**config.mk**
```make
export PLATFORM = sky130hd
export DESIGN_NAME = bulk_ring_buffer
export DESIGN_NICKNAME = d
export VERILOG_FILES = /design/src/rtl/core/brb_pkg.sv /design/src/rtl/core/brb_front.sv /design/src/rtl/core/brb_back.sv /design/src/rtl/core/bulk_ring_buffer.sv
export SDC_FILE = /design/constraint.sdc
export NUM_CORES = 1
export LEC_CHECK = 0
export BUFFER_PORTS_ARGS = -buffer_cell sky130_fd_sc_hd__buf_2
export CORE_MARGIN = 1
export CORE_UTILIZATION = 45
export CTS_BUF_LIST = sky130_fd_sc_hd__clkbuf_4 sky130_fd_sc_hd__clkbuf_8 sky130_fd_sc_hd__clkbuf_16
export CTS_CLUSTER_SIZE = 40
export DETAILED_ROUTE_END_ITERATION = 8
export HOLD_SLACK_MARGIN = 0.05
export MAX_ROUTING_LAYER = met4
export PLACE_DENSITY = 0.7
export SLEW_MARGIN = 20
export SYNTH_ARGS = -nofsm -noshare
export SYNTH_HDL_FRONTEND = slang
export SYNTH_HIERARCHICAL = 1
export SYNTH_SLANG_ARGS = --single-unit
export TNS_END_PERCENT = 50
```
**constraint.sdc**
```tcl
create_clock -name clock -period 19.05 [get_ports clock]
set_input_delay 3.81 -clock clock [delete_from_list [all_inputs] [get_ports clock]]
set_output_delay 3.81 -clock clock [all_outputs]
set_load 0.1 [all_outputs]
```
**src/rtl/core/brb_pkg.sv**
```systemverilog
// shared types and constants for the bulk ring buffer
package brb_pkg;

   localparam int unsigned BRB_DEPTH     = 16;
   localparam int unsigned DATA_W        = 32;
   localparam int unsigned CNT_W         = 5;
   localparam int unsigned MAX_BATCH     = 16;
   localparam int unsigned QDEPTH        = 2;
   localparam logic [CNT_W-1:0] CAP_RESET = 5'd16;

   typedef enum logic [1:0] {
      OP_PUSH,
      OP_POP,
      OP_REJECT
   } op_type;

   typedef struct packed {
      op_type                    op;
      logic [CNT_W-1:0]          count;
      logic signed [DATA_W-1:0]  value;
   } item_type;

   typedef struct packed {
      logic signed [DATA_W-1:0]  value_res;
      logic                      ok;
      logic                      last;
      logic [CNT_W-1:0]          occupied;
   } result_type;

endpackage

```
**src/rtl/core/brb_front.sv**
```systemverilog
// input side: classifies items and holds them in a short queue
module brb_front (
   input  logic                           clock,
   input  logic                           reset,
   input  logic                           req_valid,
   output logic                           req_ready,
   input  logic                           req_func,
   input  logic [brb_pkg::CNT_W-1:0]      req_count,
   input  logic signed [brb_pkg::DATA_W-1:0] req_value,
   output logic                           q_valid,
   input  logic                           q_ready,
   output brb_pkg::item_type              q_item
);
   import brb_pkg::*;

   localparam int unsigned PTR_W = (QDEPTH > 1) ? $clog2(QDEPTH) : 1;
   localparam int unsigned FILL_W = $clog2(QDEPTH + 1);

   item_type            q_ff [QDEPTH];
   logic [PTR_W-1:0]    wr_ptr_ff, wr_ptr_in;
   logic [PTR_W-1:0]    rd_ptr_ff, rd_ptr_in;
   logic [FILL_W-1:0]   fill_ff, fill_in;
   item_type            entry;
   logic                push_en, pop_en;

   // pop requests that can never succeed are marked here
   always_comb begin
      entry.count = req_count;
      entry.value = req_value;
      if (!req_func) begin
         entry.op = OP_PUSH;
      end else if (req_count == '0 || 32'(req_count) > MAX_BATCH) begin
         entry.op = OP_REJECT;
      end else begin
         entry.op = OP_POP;
      end
   end

   assign req_ready = (32'(fill_ff) < QDEPTH);
   assign q_valid   = (fill_ff != '0);
   assign q_item    = q_ff[rd_ptr_ff];
   assign push_en   = req_valid && req_ready;
   assign pop_en    = q_valid && q_ready;

   always_comb begin
      wr_ptr_in = wr_ptr_ff;
      rd_ptr_in = rd_ptr_ff;
      fill_in   = fill_ff;
      if (push_en) begin
         wr_ptr_in = (32'(wr_ptr_ff) == QDEPTH - 1) ? '0 : wr_ptr_ff + 1'b1;
      end
      if (pop_en) begin
         rd_ptr_in = (32'(rd_ptr_ff) == QDEPTH - 1) ? '0 : rd_ptr_ff + 1'b1;
      end
      if (push_en && !pop_en) begin
         fill_in = fill_ff + 1'b1;
      end else if (pop_en && !push_en) begin
         fill_in = fill_ff - 1'b1;
      end
   end

   always_ff @(posedge clock) begin
      if (reset) begin
         wr_ptr_ff <= '0;
         rd_ptr_ff <= '0;
         fill_ff   <= '0;
      end else begin
         wr_ptr_ff <= wr_ptr_in;
         rd_ptr_ff <= rd_ptr_in;
         fill_ff   <= fill_in;
      end
   end

   always_ff @(posedge clock) begin
      if (push_en) begin
         q_ff[wr_ptr_ff] <= entry;
      end
   end

endmodule

```
**src/rtl/core/brb_back.sv**
```systemverilog
// execution side: ring storage, batch bookkeeping and the result register
module brb_back #(
   parameter int unsigned DEPTH = brb_pkg::BRB_DEPTH
) (
   input  logic                       clock,
   input  logic                       reset,
   input  logic                       clear,
   input  logic [brb_pkg::CNT_W-1:0]  eff_cap,
   input  logic                       q_valid,
   output logic                       q_ready,
   input  brb_pkg::item_type          q_item,
   output logic                       rsp_valid,
   input  logic                       rsp_ready,
   output brb_pkg::result_type        rsp
);
   import brb_pkg::*;

   localparam int unsigned IDX_W = $clog2(DEPTH);

   logic signed [DATA_W-1:0] slots_mem [DEPTH];

   logic [IDX_W-1:0]   wr_idx_ff, wr_idx_in;
   logic [IDX_W-1:0]   rd_idx_ff, rd_idx_in;
   logic [CNT_W-1:0]   committed_ff, committed_in;
   logic [CNT_W-1:0]   reserved_ff, reserved_in;
   logic [CNT_W-1:0]   batch_rem_ff, batch_rem_in;
   logic               refused_ff, refused_in;
   logic [CNT_W-1:0]   pop_rem_ff, pop_rem_in;

   logic                     rsp_valid_ff, rsp_valid_in;
   logic                     ok_ff, ok_in;
   logic                     last_ff, last_in;
   logic [CNT_W-1:0]         occ_ff, occ_in;
   logic                     data_sel_ff, data_sel_in;
   logic signed [DATA_W-1:0] rd_data_ff;

   logic               out_free, take, load, mem_we, mem_rd;
   logic               first, refused_now;
   logic [CNT_W-1:0]   n, rem_after, res_new;
   logic [CNT_W:0]     res_sum;

   function automatic logic [IDX_W-1:0] nxt(input logic [IDX_W-1:0] i,
                                            input logic [CNT_W-1:0] cap);
      logic [IDX_W-1:0] r;
      r = (32'(i) + 32'd1 >= 32'(cap)) ? '0 : i + 1'b1;
      return r;
   endfunction

   assign out_free = !rsp_valid_ff || rsp_ready;
   assign q_ready  = out_free && (pop_rem_ff == '0);
   assign take     = q_valid && q_ready;

   // push bookkeeping, evaluated for the item at the queue head
   always_comb begin
      first       = (batch_rem_ff == '0);
      n           = (q_item.count == '0) ? CNT_W'(1) : q_item.count;
      res_sum     = {1'b0, reserved_ff} + {1'b0, n};
      refused_now = first ? (res_sum > {1'b0, eff_cap}) : refused_ff;
      rem_after   = (first ? n : batch_rem_ff) - 1'b1;
      res_new     = (first && !refused_now) ? res_sum[CNT_W-1:0] : reserved_ff;
   end

   always_comb begin
      wr_idx_in    = wr_idx_ff;
      rd_idx_in    = rd_idx_ff;
      committed_in = committed_ff;
      reserved_in  = reserved_ff;
      batch_rem_in = batch_rem_ff;
      refused_in   = refused_ff;
      pop_rem_in   = pop_rem_ff;
      rsp_valid_in = rsp_valid_ff && !rsp_ready;
      ok_in        = ok_ff;
      last_in      = last_ff;
      occ_in       = occ_ff;
      data_sel_in  = data_sel_ff;
      load         = 1'b0;
      mem_we       = 1'b0;
      mem_rd       = 1'b0;
      if (pop_rem_ff != '0 && out_free) begin
         // rest of a pop burst, one word per cycle while the result register is free
         load        = 1'b1;
         mem_rd      = 1'b1;
         rd_idx_in   = nxt(rd_idx_ff, eff_cap);
         pop_rem_in  = pop_rem_ff - 1'b1;
         ok_in       = 1'b1;
         last_in     = (pop_rem_ff == CNT_W'(1));
         occ_in      = committed_ff;
         data_sel_in = 1'b1;
      end else if (take) begin
         load = 1'b1;
         case (q_item.op)
            OP_PUSH: begin
               batch_rem_in = rem_after;
               reserved_in  = res_new;
               if (!refused_now) begin
                  mem_we    = 1'b1;
                  wr_idx_in = nxt(wr_idx_ff, eff_cap);
               end
               if (rem_after == '0) begin
                  refused_in = 1'b0;
                  if (!refused_now) begin
                     committed_in = res_new;
                  end
               end else begin
                  refused_in = refused_now;
               end
               ok_in       = !refused_now;
               last_in     = 1'b1;
               occ_in      = committed_in;
               data_sel_in = 1'b0;
            end
            OP_POP: begin
               if (q_item.count > committed_ff) begin
                  ok_in       = 1'b0;
                  last_in     = 1'b1;
                  occ_in      = committed_ff;
                  data_sel_in = 1'b0;
               end else begin
                  committed_in = committed_ff - q_item.count;
                  reserved_in  = reserved_ff - q_item.count;
                  mem_rd       = 1'b1;
                  rd_idx_in    = nxt(rd_idx_ff, eff_cap);
                  pop_rem_in   = q_item.count - 1'b1;
                  ok_in        = 1'b1;
                  last_in      = (q_item.count == CNT_W'(1));
                  occ_in       = committed_in;
                  data_sel_in  = 1'b1;
               end
            end
            default: begin
               ok_in       = 1'b0;
               last_in     = 1'b1;
               occ_in      = committed_ff;
               data_sel_in = 1'b0;
            end
         endcase
      end
      if (load) begin
         rsp_valid_in = 1'b1;
      end
   end

   // ring state; a capacity write empties the ring
   always_ff @(posedge clock) begin
      if (reset || clear) begin
         wr_idx_ff    <= '0;
         rd_idx_ff    <= '0;
         committed_ff <= '0;
         reserved_ff  <= '0;
         batch_rem_ff <= '0;
         refused_ff   <= 1'b0;
      end else begin
         wr_idx_ff    <= wr_idx_in;
         rd_idx_ff    <= rd_idx_in;
         committed_ff <= committed_in;
         reserved_ff  <= reserved_in;
         batch_rem_ff <= batch_rem_in;
         refused_ff   <= refused_in;
      end
   end

   always_ff @(posedge clock) begin
      if (reset) begin
         pop_rem_ff   <= '0;
         rsp_valid_ff <= 1'b0;
      end else begin
         pop_rem_ff   <= pop_rem_in;
         rsp_valid_ff <= rsp_valid_in;
      end
   end

   always_ff @(posedge clock) begin
      ok_ff       <= ok_in;
      last_ff     <= last_in;
      occ_ff      <= occ_in;
      data_sel_ff <= data_sel_in;
   end

   // read data register doubles as the output data stage
   always_ff @(posedge clock) begin
      if (mem_we) begin
         slots_mem[wr_idx_ff] <= q_item.value;
      end
      if (mem_rd) begin
         rd_data_ff <= slots_mem[rd_idx_ff];
      end
   end

   assign rsp_valid     = rsp_valid_ff;
   assign rsp.value_res = data_sel_ff ? rd_data_ff : '0;
   assign rsp.ok        = ok_ff;
   assign rsp.last      = last_ff;
   assign rsp.occupied  = occ_ff;

endmodule

```
**src/rtl/core/bulk_ring_buffer.sv**
```systemverilog
// top level of the bulk ring buffer: register port, front and back halves
// Ring-buffer fifo with all-or-nothing batch push and batch pop.
// req channel: one item per push element (func 0; count on the first
// element of a batch gives its length) or one item per pop request
// (func 1, count = words wanted). rsp channel: each push element gives one
// status item; a pop gives count data items, the final one marked by last,
// or a single failure item. Every result carries the committed occupancy.
// The first result of an item is registered when the back half takes the
// item. A successful pop reads its count words through the one read port
// of the slot memory and takes no new item until the last word is read;
// after a push element or a failed pop the next item can follow back to back.
// A two-entry queue sits between the input side and the back half, and the
// result register takes a new item as the old one leaves, so a stalled
// receiver holds the current result and fills the queue before req_ready
// drops. Reset empties the ring and sets ring_capacity to 16; writing
// ring_capacity (offset 0) also empties the ring. Slot contents are kept.
module bulk_ring_buffer #(
   parameter int unsigned DEPTH = brb_pkg::BRB_DEPTH
) (
   input  logic                              clock,
   input  logic                              reset,
   input  logic                              req_valid,
   output logic                              req_ready,
   input  logic                              req_func,
   input  logic [brb_pkg::CNT_W-1:0]         req_count,
   input  logic signed [brb_pkg::DATA_W-1:0] req_value,
   output logic                              rsp_valid,
   input  logic                              rsp_ready,
   output logic signed [brb_pkg::DATA_W-1:0] rsp_value_res,
   output logic                              rsp_ok,
   output logic                              rsp_last,
   output logic [brb_pkg::CNT_W-1:0]         rsp_occupied,
   input  logic                              psel,
   input  logic                              penable,
   input  logic                              pwrite,
   input  logic [2:0]                        paddr,
   input  logic [31:0]                       pwdata,
   output logic [31:0]                       prdata,
   output logic                              pready
);
   import brb_pkg::*;

   localparam logic REG_CAPACITY = 1'b0;

   logic [CNT_W-1:0] cap_ff, cap_in;
   logic [CNT_W-1:0] eff_cap;
   logic             cap_wr;
   logic             q_valid, q_ready;
   item_type         q_item;
   result_type       rsp_res;

   assign pready = 1'b1;
   assign cap_wr = psel && penable && pwrite && pready && (paddr[2] == REG_CAPACITY);
   assign cap_in = cap_wr ? pwdata[CNT_W-1:0] : cap_ff;
   assign prdata = (paddr[2] == REG_CAPACITY) ? 32'(cap_ff) : '0;

   always_ff @(posedge clock) begin
      if (reset) begin
         cap_ff <= CAP_RESET;
      end else begin
         cap_ff <= cap_in;
      end
   end

   // zero acts as one slot, anything past the storage as the full storage
   always_comb begin
      if (cap_ff == '0) begin
         eff_cap = CNT_W'(1);
      end else if (32'(cap_ff) > DEPTH) begin
         eff_cap = CNT_W'(DEPTH);
      end else begin
         eff_cap = cap_ff;
      end
   end

   brb_front u_front (
      .clock     (clock),
      .reset     (reset),
      .req_valid (req_valid),
      .req_ready (req_ready),
      .req_func  (req_func),
      .req_count (req_count),
      .req_value (req_value),
      .q_valid   (q_valid),
      .q_ready   (q_ready),
      .q_item    (q_item)
   );

   brb_back #(
      .DEPTH (DEPTH)
   ) u_back (
      .clock     (clock),
      .reset     (reset),
      .clear     (cap_wr),
      .eff_cap   (eff_cap),
      .q_valid   (q_valid),
      .q_ready   (q_ready),
      .q_item    (q_item),
      .rsp_valid (rsp_valid),
      .rsp_ready (rsp_ready),
      .rsp       (rsp_res)
   );

   assign rsp_value_res = rsp_res.value_res;
   assign rsp_ok        = rsp_res.ok;
   assign rsp_last      = rsp_res.last;
   assign rsp_occupied  = rsp_res.occupied;

   // status and failure items never carry data
   a_fail_zero: assert property (@(posedge clock) disable iff (reset)
      rsp_valid && !rsp_ok |-> rsp_value_res == '0)
      else $error("failure item carries data");

   // only pop data items can be unmarked
   a_unmarked_ok: assert property (@(posedge clock) disable iff (reset)
      rsp_valid && !rsp_last |-> rsp_ok)
      else $error("unmarked item is not pop data");

   // a pop burst runs back to back with a fixed occupancy
   a_burst: assert property (@(posedge clock) disable iff (reset)
      rsp_valid && rsp_ready && !rsp_last |=> rsp_valid && $stable(rsp_occupied))
      else $error("pop burst broken");

endmodule
```
# ---- Yosys cells after proc, flatten, opt, wreduce, memory -nomap -nowiden
# Memories as Yosys holds them, arrays and structs flattened. A register that Yosys moved wholly into a read port is not among the register bits.
# Cells that the tools add are included.
dict set report word_totals {
  memories 2
  register_bits 47
  mem_bits_rw 590
  input_bits 80
}
dict set report classes {
  order_cmp 7
  n_eq_ne 5
  bitwise 3
  add_sub_neg 14
  n_mux 55
  n_reduce_logical 37
}
# memory depth width read_ports rd_clocked_by_memory_dff write_ports line_no
set mem_list {}
lappend mem_list {u_back.slots_mem 16 32 1 1 1 brb_back.sv:20} ;# logic signed [DATA_W-1:0] slots_mem [DEPTH];
lappend mem_list {u_front.q_ff 2 39 1 1 1 brb_front.sv:19} ;# item_type q_ff [QDEPTH];
# operator count
set ops {}
lappend ops {{$mux W5} 16}
lappend ops {{$ge A32 B5 Y1} 2}
lappend ops {{$mux W32} 1}
lappend ops {{$logic_not A5 Y1} 6}
lappend ops {{$mux W1} 25}
lappend ops {{$mux W4} 6}
lappend ops {{$pmux W5 S2} 2}
lappend ops {{$sub A5 B1 Y5 const B} 3}
lappend ops {{$logic_and A1 B1 Y1} 11}
lappend ops {{$add A4 B1 Y5 const B} 2}
lappend ops {{$eq A5 B1 Y1 const B} 2}
lappend ops {{$gt A5 B5 Y1 const B} 2}
lappend ops {{$reduce_bool A2 Y1} 5}
lappend ops {{$sub A5 B5 Y5} 2}
lappend ops {{$add A4 B1 Y4 const B} 2}
lappend ops {{$mux W2} 4}
lappend ops {{$reduce_and A4 Y1} 2}
lappend ops {{$add A5 B5 Y6} 1}
lappend ops {{$gt A6 B5 Y1} 1}
lappend ops {{$reduce_and A3 Y1} 2}
lappend ops {{$gt A5 B5 Y1} 1}
lappend ops {{$logic_not A1 Y1} 5}
lappend ops {{$reduce_bool A5 Y1} 1}
lappend ops {{$logic_or A1 B1 Y1} 3}
lappend ops {{other kinds (11)} 14}

# ---- Logic depth before layout (Yosys ltp)
dict set report depth {
  word_depth 13
  ltp_mapped 19
  mapped_depth_nobuf 18
}

# ---- Hierarchy
# The synthesis kept the hierarchy.
# module seq_area_each_um2 cells_each area_each_um2 instances
set by_module_without_submodules {}
lappend by_module_without_submodules {brb_back 17156.5 1182 23523.8 1}
lappend by_module_without_submodules {brb_front 2442.3 148 3057.9 1}
lappend by_module_without_submodules {bulk_ring_buffer 100.1 65 526.8 1}

# ---- Least setup slack after synthesis
# Ideal clock, no wire load.
dict set report synth_timing {
  path_kind {in2out}
  from {input paddr[2]}
  to {output prdata[0]}
  path_buffers 0
  arrival_time_ns 5.061
  stages 1
  required_ns 15.240
  path_slack_ns 10.179
  cell_sequence {nor2_1}
}
dict set report synth_via {
  elab_chain_cells 1
}
# item line_no
set synth_rtl {}
lappend synth_rtl {{from (decl)} bulk_ring_buffer.sv:36} ;# input logic [2:0] paddr,
lappend synth_rtl {{$mux W5} bulk_ring_buffer.sv:55} ;# assign prdata = (paddr[2] == REG_CAPACITY) ? 32'(cap_ff) : '0;
lappend synth_rtl {{to (decl)} bulk_ring_buffer.sv:38} ;# output logic [31:0] prdata,
# Every way passes these cells.

# ---- Worst setup path after layout
dict set report layout_timing {
  from {input paddr[2]}
  to {output prdata[4]}
}
# Same word-level chain as after synthesis.

==> metrics <==
CTS Hold Buffers Added 0; first-pass GRT wire length 83.23 mm; deepest clock path buffer count 3; # DRC 11; min cycle time layout 8353 ps; Worst Hold Endpoint u_back/data_sel_ff; Worst EP required 15240 ps; Distinct cells, synth 67; Main synth FF type edfxtp_1; # Max-Cap Violations 0; Slew Limit Fails 0; Via-to-Cell Ratio 5.620; Synth async-reset ratio 0; Crit. End Element output pin; CTS tree yes; FF+latch area 0.01971 mm^2; cts repair resizes 0; RSZ-0062 raised after global routing no; r2r endpoint u_back/slots_mem[3][26]; Die X 247.4 um; clock sink count 670; fin nets 1650; routability cong. 0.8223; CP Data Arrival Time 4540 ps; Starting Density 0.4576; r2r setup slk 13130 ps; NetSw 0.001654 W; Core Region 0.05924 mm^2; initial antenna violation count 1; Area growth syn-to-layout 13.10%; final core utilization 0.5175; worst hold slack 454.8 ps; total CTS buffers 67; GRT overflow 0; Hold Path Cell Cnt 2; worst setup path class input pin to output pin; Finish-stage setup viols 0; Max transition margin 0.2368; critical path fanouts, max 6; fraction of layout cells with a size suffix above 1 0.3039; Seq pwr share 0.412; Top Ports 154; Syn Inst Count 1395; post-synthesis sequential area ratio 0.7267; largest net degree at the start of global routing 74; # H-tree levels 3; internal cell power 0.003060 W; multi-input logic area 0.007030 mm^2; antenna-violating nets left 0; VDD IR max 0.0001067 V; Setup Skew 26.37 ps; Worst Tran Pin Value 1145 ps; Port Buffer Count 96; # rows 89; Yosys Warn Count 6; FF+latch count, synth 670; Fmax 119.7 MHz; clk root buf clkbuf_16; failing checks DRC; drt pass-1 iters 9; Clock Latency Late Sink 600 ps; hpwl dp 30.42 mm; via count 13210; DRT iter0 DRCs 1067; die area 0.06123 mm^2; post-DR wirelength/cell 23.78 um; Pwr per Cell Area 153.8 mW/mm^2; worst r2r path cells 18; leakage power 9.926 nW; vias in the first global route 13420; final hold vios 0; WL final 55.88 mm; Tot GR Track Use 0.1928; status finished with violations; Hold WC Path Type flop to flop; syn_area_per_cell 19.43 um^2; switching fraction of total power 0.3508; startpoint types input pin; Setup Buffers After CTS 0; Filler Cell Count 4600; Clk pwr share 0.270; Combinational Power Share 0.318; EDFF count, synth 628; hold path start u_back/data_sel_ff; setup_tns 0 ps; Die Ht 247.4 um; fin crit share 0.4385; Clock Pin Slew Worst Setup and Hold Paths 60 ps; Mapped Area 0.02711 mm^2
cell usage after synthesis (3+ instances only):
library cell / count / area share
nand4b_1: 3 / 0.00097
buf_4: 31 / 0.0086
mux2_2: 43 / 0.018
ha_1: 41 / 0.019
xnor2_1: 15 / 0.0048
nand2_1: 44 / 0.0061
and2b_2: 4 / 0.0013
o21ai_0: 23 / 0.0042
nor3_2: 3 / 0.0011
clkbuf_1: 34 / 0.0047
o21a_1: 3 / 0.00083
a211oi_1: 7 / 0.0019
nand2b_1: 21 / 0.0048
nand3b_1: 4 / 0.0011
buf_1: 12 / 0.0017
mux4_2: 160 / 0.13
mux2i_1: 6 / 0.0022
nor3_1: 13 / 0.0024
a21oi_1: 43 / 0.0079
nor2_1: 44 / 0.0061
o211ai_1: 3 / 0.00083
edfxtp_1: 628 / 0.70
and2_1: 36 / 0.0083
a21o_1: 9 / 0.0025
dfxtp_1: 42 / 0.031
inv_1: 31 / 0.0043
xor2_1: 5 / 0.0016
fa_1: 3 / 0.0022
a22oi_1: 4 / 0.0011
nand3_1: 12 / 0.0022
nor2b_1: 9 / 0.0021
or3_1: 3 / 0.00069
buf_6: 3 / 0.0012
a31oi_1: 6 / 0.0014
buf_2: 7 / 0.0013
critical path: stages:
cell	delay (ps)
buf_2	120
and2b_2	190
buf_2	410
registers in the layout (all words and copies together), names as in the netlist, 4 cells and up, named ones only:
register,count
u_back/rd_idx_ff,4
u_back/slots_mem,512
u_back/pop_rem_ff,5
u_back/wr_idx_ff,4
cap_ff,5
u_back/reserved_ff,5
u_back/batch_rem_ff,5
u_back/rd_data_ff,32
u_front/q_ff,78
u_back/occ_ff,5
u_back/committed_ff,5
power groups by stage:
stage	sequential, W	clock [W]	combinational [W]
2_1_floorplan	0.00196	0	0.00120
3_3_place_gp	0.00197	0	0.00148
3_5_place_dp	0.00198	0	0.00151
4_1_cts	0.00195	0.00130	0.00152
5_1_grt	0.00196	0.00135	0.00160
6_report	0.00194	0.00127	0.00150
layout make-up:
type,instances,area share
Timing Repair Buffer,124,0.02253
Clock buffer,84,0.06019
Multi-Input combinational cell,632,0.2293
Clock inverter,35,0.009672
Tap cell,773,0.03155
Inverter,31,0.003795
Sequential cell,670,0.6429
Antenna cell,1,0.00008162
routing by layer:
layer  track usage  share of wire
met2        0.3160           0.51
met5             -              0
met1        0.2492           0.42
met4       0.05991          0.021
met3       0.02876          0.054
kinds of logic (layout without fill, tap and decap cells):
family,count (synthesis),in the layout,share of synthesized area
AND/OR/NAND/NOR,211,211,0.04177
other,2,29,0.0002770
buffers and inverters,119,274,0.02197
flip-flops,670,670,0.7267
multiplexers,210,210,0.1536
AO/OA/AOI/OAI,119,119,0.02816
XOR/XNOR,20,20,0.006462
adder cells (fa/ha/maj),44,44,0.02114
how the worst max path moves through the flow:
stage / to / start / depth (start not counted)
final: prdata[4] / paddr[2] / 3
after floorplan: prdata[0] / paddr[2] / 1
after CTS: prdata[3] / paddr[2] / 3
after global placement: prdata[2] / paddr[2] / 3
after detailed placement: prdata[3] / paddr[2] / 3
after global routing: prdata[4] / paddr[2] / 3
per-stage QoR:
| step | power (W) | cells | setup slack [ps] | cell area, um^2 |
|---|---|---|---|---|
| detailed placement | 0.003488 | 2230 | 10690 | 28510 |
| global route | 0.004907 | 2350 | 10670 | 30660 |
| floorplan | 0.003155 | 1421 | 10180 | 27210 |
| finish | 0.004714 | 2350 | 10700 | 30660 |
| global placement | 0.003455 | 2230 | 10690 | 28510 |
| CTS | 0.004762 | 2349 | 10690 | 30660 |
cells in the final DEF, fill, tap and decap left out, types with 21 or more instances in the layout:
cell and count:
a21oi_1 43, buf_2 96, nand2b_1 21, nand2_1 44, inv_1 30, dfxtp_1 37, and2_1 35, nor2_1 32
buf_4 28, o21ai_0 23, clkbuf_16 69, mux4_2 160, edfxtp_1 628, ha_1 41, conb_1 28, mux2_2 43
(Power assumes the default switching activity.)
